### config.mk
export PLATFORM = sky130hd
export DESIGN_NAME = touch_event_classifier_top
export DESIGN_NICKNAME = d
export VERILOG_FILES = /design/src/hw/rtl/tec_pkg.sv /design/src/hw/rtl/tec_core.sv /design/src/hw/rtl/touch_event_classifier_top.sv
export VERILOG_INCLUDE_DIRS = /design/src /design/src/hw/rtl
export SDC_FILE = /design/constraint.sdc
export NUM_CORES = 2
export LEC_CHECK = 0
export ABC_CLOCK_PERIOD_IN_PS = 17100
export CAP_MARGIN = 5
export CELL_PAD_IN_SITES_DETAIL_PLACEMENT = 0
export CELL_PAD_IN_SITES_GLOBAL_PLACEMENT = 2
export CORE_MARGIN = 8
export CORE_UTILIZATION = 47
export CTS_CLUSTER_SIZE = 8
export DETAILED_ROUTE_END_ITERATION = 10
export DONT_BUFFER_PORTS = 1
export PLACE_DENSITY_LB_ADDON = 0.2
export SKIP_LAST_GASP = 1
export SLEW_MARGIN = 20
export SYNTH_ARGS = -nofsm -noshare
export SYNTH_HDL_FRONTEND = slang
export SYNTH_HIERARCHICAL = 1
export SYNTH_SLANG_ARGS = --single-unit
### constraint.sdc
create_clock -name clk -period 17.1 [get_ports clk]
set_input_delay 2.565 -clock clk [delete_from_list [all_inputs] [get_ports clk]]
set_output_delay 2.565 -clock clk [all_outputs]
set_load 0.005 [all_outputs]
### src/hw/rtl/touch_event_classifier_top_defines.svh
// Assertion macros shared by the touch event classifier RTL.
// Depends on nothing; expects clk and rst_n in the including module.
`ifndef TOUCH_EVENT_CLASSIFIER_TOP_DEFINES_SVH
`define TOUCH_EVENT_CLASSIFIER_TOP_DEFINES_SVH

// Same-cycle implication, checked outside reset.
`define TEC_ASSERT_NOW(label, ante, cons, msg) \
  label: assert property (@(posedge clk) disable iff (!rst_n) (ante) |-> (cons)) \
    else $error(msg);

// Next-cycle implication, checked outside reset.
`define TEC_ASSERT_NEXT(label, ante, cons, msg) \
  label: assert property (@(posedge clk) disable iff (!rst_n) (ante) |=> (cons)) \
    else $error(msg);

`endif

### src/hw/rtl/tec_pkg.sv
// Types and constants of the touch event classifier.
// Used by tec_core and touch_event_classifier_top; no dependencies.
package tec_pkg;

  typedef enum logic [1:0] {
    EV_UP     = 2'd0,
    EV_DOWN   = 2'd1,
    EV_MOTION = 2'd2,
    EV_LONG   = 2'd3
  } ev_kind_t;

  localparam logic OP_EMPTY  = 1'b0;
  localparam logic OP_SAMPLE = 1'b1;

  localparam int CFG_IDX_W  = 3;
  localparam int CFG_DATA_W = 16;

  localparam logic [CFG_IDX_W-1:0] REG_SWAP_XY    = 3'd0;
  localparam logic [CFG_IDX_W-1:0] REG_X_SCALE    = 3'd1;
  localparam logic [CFG_IDX_W-1:0] REG_Y_SCALE    = 3'd2;
  localparam logic [CFG_IDX_W-1:0] REG_LONG_PRESS = 3'd3;
  localparam logic [CFG_IDX_W-1:0] REG_MOVE_THR   = 3'd4;

  localparam int SCALE_W  = 10;
  localparam int LONG_W   = 16;
  localparam int THR_W    = 12;
  localparam int PRESS_W  = 12;
  localparam int OUT_W    = 16;

  localparam logic [SCALE_W-1:0] SCALE_RST      = 10'd100;
  localparam logic [LONG_W-1:0]  LONG_PRESS_RST = 16'd900;
  localparam logic [THR_W-1:0]   MOVE_THR_RST   = 12'd5;

  typedef struct packed {
    logic               swap_xy;
    logic [SCALE_W-1:0] x_scale;
    logic [SCALE_W-1:0] y_scale;
    logic [LONG_W-1:0]  long_press;
    logic [THR_W-1:0]   move_thr;
  } cfg_t;

  typedef struct packed {
    logic     emit;
    ev_kind_t kind;
  } ev_ctl_t;

endpackage

### src/hw/rtl/tec_core.sv
// Event classification and tracking state (last event, last sample, hold counter).
// Depends on tec_pkg.
module tec_core #(
  parameter int COORD_BITS = 12,
  parameter int HOLD_BITS  = 16
) (
  input  logic                          clk,
  input  logic                          rst_n,
  input  logic                          step,
  input  tec_pkg::cfg_t                 cfg,
  input  logic                          op,
  input  logic [tec_pkg::PRESS_W-1:0]   pressure,
  input  logic [COORD_BITS-1:0]         x,
  input  logic [COORD_BITS-1:0]         y,
  output tec_pkg::ev_ctl_t              ev,
  output logic [COORD_BITS-1:0]         ev_x,
  output logic [COORD_BITS-1:0]         ev_y
);
  import tec_pkg::*;

  localparam int DIFF_W = ((COORD_BITS > THR_W) ? COORD_BITS : THR_W) + 1;

  ev_kind_t              last_event_r, last_event_nxt;
  logic [COORD_BITS-1:0] last_x_r, last_x_nxt;
  logic [COORD_BITS-1:0] last_y_r, last_y_nxt;
  logic [HOLD_BITS-1:0]  hold_r, hold_nxt;

  logic [HOLD_BITS-1:0]  hold_inc;
  logic [COORD_BITS-1:0] sx, sy;
  logic [DIFF_W-1:0]     dx, dy;
  logic                  moved;
  logic                  long_due;

  assign hold_inc = (&hold_r) ? hold_r : hold_r + 1'b1;
  assign sx       = cfg.swap_xy ? y : x;
  assign sy       = cfg.swap_xy ? x : y;
  assign dx       = (last_x_r > sx) ? DIFF_W'(last_x_r - sx) : DIFF_W'(sx - last_x_r);
  assign dy       = (last_y_r > sy) ? DIFF_W'(last_y_r - sy) : DIFF_W'(sy - last_y_r);
  assign moved    = (dx > DIFF_W'(cfg.move_thr)) || (dy > DIFF_W'(cfg.move_thr));
  assign long_due = (last_event_r != EV_UP) && (32'(hold_inc) > 32'(cfg.long_press));

  always_comb begin
    last_event_nxt = last_event_r;
    last_x_nxt     = last_x_r;
    last_y_nxt     = last_y_r;
    hold_nxt       = hold_inc;
    ev.emit        = 1'b0;
    ev.kind        = EV_UP;
    ev_x           = sx;
    ev_y           = sy;
    if (op == OP_EMPTY) begin
      ev_x = last_x_r;
      ev_y = last_y_r;
      if (long_due) begin
        hold_nxt       = '0;
        last_event_nxt = EV_LONG;
        ev.emit        = 1'b1;
        ev.kind        = EV_LONG;
      end
    end else begin
      last_x_nxt = sx;
      last_y_nxt = sy;
      if (pressure == '0) begin
        last_event_nxt = EV_UP;
        ev.emit        = 1'b1;
        ev.kind        = EV_UP;
      end else begin
        hold_nxt = '0;
        priority if (last_event_r == EV_UP) begin
          last_event_nxt = EV_DOWN;
          ev.emit        = 1'b1;
          ev.kind        = EV_DOWN;
        end else if (moved) begin
          last_event_nxt = EV_MOTION;
          ev.emit        = 1'b1;
          ev.kind        = EV_MOTION;
        end else begin
          ev.emit = 1'b0;
        end
      end
    end
  end

  always_ff @(posedge clk) begin
    if (!rst_n) begin
      last_event_r <= EV_UP;
      last_x_r     <= '0;
      last_y_r     <= '0;
      hold_r       <= '0;
    end else if (step) begin
      last_event_r <= last_event_nxt;
      last_x_r     <= last_x_nxt;
      last_y_r     <= last_y_nxt;
      hold_r       <= hold_nxt;
    end
  end

endmodule

### src/hw/rtl/touch_event_classifier_top.sv
// Touch event classifier top: input word register, classifier, percent scaling.
// Depends on tec_pkg, tec_core and touch_event_classifier_top_defines.svh.
//
//  channel | handshake           | payload
//  --------+---------------------+----------------------------------------------
//  in      | in_valid / in_ready | in_operation, in_pressure, in_x_in, in_y_in
//  out     | out_valid/out_ready | out_event_kind, out_x_out, out_y_out
//  cfg     | cfg_we              | cfg_index, cfg_wdata
//
// One word per cycle unless the output stalls; a taken word passes through the
// input register, coordinate times percent and reciprocal multiply for /100.
// Words without a result drop out after the classifier stage.
// Each stage advances when its successor is empty or moving, so a stalled
// output still lets earlier stages fill. Synchronous reset clears control
// state and the classifier state; configuration resets to its defaults.
`include "touch_event_classifier_top_defines.svh"

module touch_event_classifier_top #(
  parameter int COORD_BITS = 12,
  parameter int HOLD_BITS  = 16
) (
  input  logic                             clk,
  input  logic                             rst_n,
  input  logic                             in_valid,
  output logic                             in_ready,
  input  logic                             in_operation,
  input  logic [tec_pkg::PRESS_W-1:0]      in_pressure,
  input  logic [COORD_BITS-1:0]            in_x_in,
  input  logic [COORD_BITS-1:0]            in_y_in,
  output logic                             out_valid,
  input  logic                             out_ready,
  output logic [1:0]                       out_event_kind,
  output logic [tec_pkg::OUT_W-1:0]        out_x_out,
  output logic [tec_pkg::OUT_W-1:0]        out_y_out,
  input  logic                             cfg_we,
  input  logic [tec_pkg::CFG_IDX_W-1:0]    cfg_index,
  input  logic [tec_pkg::CFG_DATA_W-1:0]   cfg_wdata
);
  import tec_pkg::*;

  localparam int PROD_W  = COORD_BITS + SCALE_W;
  localparam int SHIFT   = PROD_W + 7;
  localparam int RECIP_W = SHIFT - 6;
  localparam int QUO_W   = PROD_W - 6;
  localparam longint unsigned RECIP_VAL = ((64'd1 << SHIFT) + 64'd99) / 64'd100;
  localparam logic [RECIP_W-1:0] RECIP = RECIP_W'(RECIP_VAL);

  cfg_t cfg_r;

  logic                  v1_r, v2_r, v3_r;
  logic                  adv1, adv2, core_step;
  logic                  s1_op_r;
  logic [PRESS_W-1:0]    s1_press_r;
  logic [COORD_BITS-1:0] s1_x_r, s1_y_r;

  ev_ctl_t               ev;
  logic [COORD_BITS-1:0] ev_x, ev_y;

  ev_kind_t              s2_kind_r, s3_kind_r;
  logic [PROD_W-1:0]     s2_prod_x_r, s2_prod_y_r;
  logic [PROD_W+RECIP_W-1:0] full_x, full_y;
  logic [QUO_W-1:0]      quo_x, quo_y;
  logic [OUT_W-1:0]      sat_x, sat_y;
  logic [OUT_W-1:0]      s3_x_r, s3_y_r;

  assign adv2      = !v3_r || out_ready;
  assign adv1      = !v2_r || adv2;
  assign in_ready  = !v1_r || adv1;
  assign core_step = v1_r && adv1;

  always_ff @(posedge clk) begin
    if (!rst_n) begin
      cfg_r.swap_xy    <= 1'b0;
      cfg_r.x_scale    <= SCALE_RST;
      cfg_r.y_scale    <= SCALE_RST;
      cfg_r.long_press <= LONG_PRESS_RST;
      cfg_r.move_thr   <= MOVE_THR_RST;
    end else if (cfg_we) begin
      unique case (cfg_index)
        REG_SWAP_XY:    cfg_r.swap_xy    <= cfg_wdata[0];
        REG_X_SCALE:    cfg_r.x_scale    <= cfg_wdata[SCALE_W-1:0];
        REG_Y_SCALE:    cfg_r.y_scale    <= cfg_wdata[SCALE_W-1:0];
        REG_LONG_PRESS: cfg_r.long_press <= cfg_wdata[LONG_W-1:0];
        REG_MOVE_THR:   cfg_r.move_thr   <= cfg_wdata[THR_W-1:0];
        default:        cfg_r            <= cfg_r;
      endcase
    end
  end

  always_ff @(posedge clk) begin
    if (!rst_n) begin
      v1_r <= 1'b0;
      v2_r <= 1'b0;
      v3_r <= 1'b0;
    end else begin
      if (in_ready) v1_r <= in_valid;
      if (adv1)     v2_r <= core_step && ev.emit;
      if (adv2)     v3_r <= v2_r;
    end
  end

  always_ff @(posedge clk) begin
    if (in_valid && in_ready) begin
      s1_op_r    <= in_operation;
      s1_press_r <= in_pressure;
      s1_x_r     <= in_x_in;
      s1_y_r     <= in_y_in;
    end
    if (adv1) begin
      s2_kind_r   <= ev.kind;
      s2_prod_x_r <= PROD_W'(ev_x) * PROD_W'(cfg_r.x_scale);
      s2_prod_y_r <= PROD_W'(ev_y) * PROD_W'(cfg_r.y_scale);
    end
    if (adv2) begin
      s3_kind_r <= s2_kind_r;
      s3_x_r    <= sat_x;
      s3_y_r    <= sat_y;
    end
  end

  tec_core #(
    .COORD_BITS(COORD_BITS),
    .HOLD_BITS (HOLD_BITS)
  ) u_core (
    .clk     (clk),
    .rst_n   (rst_n),
    .step    (core_step),
    .cfg     (cfg_r),
    .op      (s1_op_r),
    .pressure(s1_press_r),
    .x       (s1_x_r),
    .y       (s1_y_r),
    .ev      (ev),
    .ev_x    (ev_x),
    .ev_y    (ev_y)
  );

  assign full_x = (PROD_W+RECIP_W)'(s2_prod_x_r) * (PROD_W+RECIP_W)'(RECIP);
  assign full_y = (PROD_W+RECIP_W)'(s2_prod_y_r) * (PROD_W+RECIP_W)'(RECIP);
  assign quo_x  = full_x[SHIFT +: QUO_W];
  assign quo_y  = full_y[SHIFT +: QUO_W];
  assign sat_x  = (32'(quo_x) > 32'hFFFF) ? {OUT_W{1'b1}} : OUT_W'(quo_x);
  assign sat_y  = (32'(quo_y) > 32'hFFFF) ? {OUT_W{1'b1}} : OUT_W'(quo_y);

  assign out_valid      = v3_r;
  assign out_event_kind = s3_kind_r;
  assign out_x_out      = s3_x_r;
  assign out_y_out      = s3_y_r;

  `TEC_ASSERT_NEXT(a_out_from_s2, adv2, v3_r == $past(v2_r), "output stage skipped a word")
  `TEC_ASSERT_NEXT(a_s1_hold, v1_r && !adv1, v1_r && $stable(s1_x_r), "stalled input word lost")
  `TEC_ASSERT_NEXT(a_in_taken, in_valid && in_ready, v1_r, "accepted word not registered")
  `TEC_ASSERT_NOW(a_s2_needs_room, v2_r && !adv1, v3_r && !out_ready, "classifier stalled with room")

endmodule
==> results_dict.tcl <==
set metrics [dict create \
    ff2ff_setup_slack_ns 9.87 \
    crit_path_start "s2_prod_x_r[12]" \
    clockBufferDepth 3 \
    skew_ns 0.0307 \
    ys_seq_elements 211 \
    seq_area_um2 5400 \
    rsz0062_at_grt "false" \
    drt-pass1-iter-count 5 \
    die_area_um2 85200 \
    multi_input_area_um2 26800 \
    ctsHoldBuffers 0 \
    tightest_slew_ns 1.09 \
    synth_cell_types 80 \
    clk_pin_slew_ns 0.06 \
    status "completed" \
    cts_root_buf "clkbuf_16" \
    fp.dieW_um 292 \
    grt_max_degree 98 \
    nets 4886 \
    crit_arrival_ns 7.53 \
    crit_end "out_x_out[14]" \
    grt_pass1_vias 26300 \
    drt-total-wl_um 87500 \
    final_layout_size_suffix_gt1_share_pct 2.60 \
    htreeDepth 2 \
    setup_viol 0 \
    cts_sinks 211 \
    cp-end-kind "flip-flop" \
    worstReg2RegStart "s2_prod_x_r[12]" \
    cp_slowest_cell "o311ai_0" \
    syn-num-nets 4930 \
    setup_tns_ns 0 \
    post-route-min-period_ns 7.23 \
    path_cells "ha_1 -> inv_1 -> fa_1 -> fa_1 -> fa_1 -> inv_1 -> fa_1 -> fa_1 -> inv_1 -> fa_1 -> inv_1 -> ha_1 -> nand3_1 -> nor4_1 -> o211ai_1 -> o21ai_0 -> a41oi_1 -> o311ai_0 -> a21oi_1 -> xnor2_1" \
    vias 24100 \
    cp_num_cells 20 \
    die_h_um 292 \
    yosysMostFrequentCell "inv_1" \
    cpMostUsedCell "fa_1" \
    startpoint_type "flip-flop" \
    maxCapViolations 0 \
    synth_top_cell_by_area "fa_1" \
    max_clock_freq_mhz 138 \
    grt_pass1_wl_um 142000 \
    crit_fanout 8 \
    rows 101 \
    wl_per_cell_um 18.9 \
    initial_core_util_pct 47.3 \
    required_ns 17.40 \
    min_path_type "flip-flop to flip-flop" \
    gp_congestion 0.890 \
    critical_path_class "flip-flop to flip-flop" \
    slew_viol_final 0 \
    synth_area_um2 35800 \
    slowest_delay_ns 0.59 \
    drt-initial-drc-count 1170 \
    critPathTopFamily "adder cells" \
    ctsResizeCount 0 \
    drc_errors 0 \
    io_buffers 0 \
    cts_tree "built" \
    synth_edf_count 117 \
    clk_latency_ns 0.57 \
    via_per_inst 5.19 \
    postRouteAntennaNets 0 \
    r2r_cells 20 \
    yosys-top-cells-count "inv_1, ha_1, fa_1, nand2_1, a21oi_1" \
    cp.buffers_inverters 4 \
    synth_top_area_share_pct 28.9 \
    maxSlewHeadroom_pct 27.3 \
    async_flop_share_pct 0 \
    dpl.hpwl_um 74200 \
    syn-instance-count 3676 \
    synth_flop_cell "edfxtp_1" \
    grtUsageTotal_pct 20.8 \
    syn_to_final_growth_pct 5.74 \
    post-cts-setup-buffers 0 \
    grt_overflow 0 \
    core_area_um2 75600 \
    synth_area_leaders "fa_1, ha_1, edfxtp_1" \
    ys_seq_area_share_pct 15.1 \
    antenna_cells 0 \
    ios 97 \
    cts_inserted_buffers 34 \
    yosysWarningCount 6 \
    r2r-end "out_x_out[14]" \
    syn_area_per_cell_um2 9.73 \
    fill_cells 7130 \
    period_share_pct 42.3 \
    hold_viol_final 0 \
    hold_slack_ns 0.420 \
    antenna_found_initial 2 \
]
-- state kept, by name, indices dropped and copies added (netlist names) --
name                 flops
cfg_r                   49
s2_prod_x_r             22
s2_prod_y_r             22
out_x_out               16
out_y_out               16
u_core/hold_r           16
s1_press_r              12
s1_x_r                  12
s1_y_r                  12
u_core/last_x_r         12
u_core/last_y_r         12
out_event_kind           2
s2_kind_r                2
u_core/last_event_r      2
out_valid                1
s1_op_r                  1
v1_r                     1
v2_r                     1
-- layout by cell type (no fill, tap or decap), drive strengths merged, types with 7 or more instances in the layout --
cell	Yosys	layout
fa	516	516
nor4	8	8
o21bai	13	13
nand3	48	48
a21o	42	42
nor2b	49	49
a31oi	11	11
o31ai	10	10
a21oi	141	141
a211oi	12	12
mux2i	60	60
mux2	8	8
o21a	16	16
clkbuf	78	52
o21ai	66	66
xor2	38	38
nor2	97	97
xnor2	61	61
and3	18	18
dfxtp	94	94
a21boi	47	47
a211o	7	7
or2	7	7
nand2	308	308
inv	828	830
ha	677	677
nand4	28	28
edfxtp	117	117
nand2b	8	8
buf	24	22
o211ai	15	15
nor3	26	26
and2	109	109
-- stage by stage --
| step | util (%) | setup WS [ns] | cell area [µm²] | cells |
|---|---|---|---|---|
| 2_1_floorplan | - | 10.56 | 35800 | 3676 |
| 3_3_place_gp | 48.6 | 9.88 | 36700 | 4573 |
| 3_5_place_dp | 48.6 | 9.69 | 36700 | 4573 |
| 4_1_cts | 50.0 | 9.68 | 37800 | 4631 |
| 5_1_grt | 50.0 | 9.38 | 37800 | 4632 |
| 6_report | 50.0 | 9.87 | 37800 | 4632 |
-- per-layer routing --
metal  wire [µm]  part of all wire (%)  track usage (%)
met5          17                 0.019                0
met4        1810                   2.1             4.53
met3        3200                   3.7             2.50
met2       41000                    47             35.1
met1       41400                    47             28.5
-- layout make-up --
cell class              count  share of cell area, %
clock buffers              52                   2.51
clock inverters             6                  0.258
inverters                 828                   8.22
multi-input cells        2535                   71.0
flip-flops and latches    211                   14.3
well taps                 978                   3.24
repair buffers             22                  0.490
-- worst min path at each step --
| stage | cells past startpoint | from | to |
|---|---|---|---|
| global placement | 0 | s2_kind_r[0] | out_event_kind[0] |
| floorplan | 0 | s2_kind_r[0] | out_event_kind[0] |
| global route | 0 | s2_kind_r[1] | out_event_kind[1] |
| CTS | 0 | s2_kind_r[1] | out_event_kind[1] |
| finish | 0 | s2_kind_r[1] | out_event_kind[1] |
| detailed placement | 0 | s2_kind_r[1] | out_event_kind[1] |
-- cells by family (layout without fill, tap and decap cells) --
| family | count (synthesis) | in the layout | synth area share, % |
|---|---|---|---|
| adders and majority gates | 1193 | 1193 | 52.6 |
| buffers and inverters | 930 | 908 | 9.88 |
| and+or+nand+nor | 733 | 733 | 9.88 |
| AOI/OAI and AO/OA | 442 | 442 | 8.21 |
| DFF | 211 | 211 | 15.1 |
| xor gates and xnor gates | 99 | 99 | 2.43 |
| muxes | 68 | 68 | 1.93 |
Power is not shown: default switching activity piles up to over one toggle a cycle in this logic, so the estimate is an artifact.
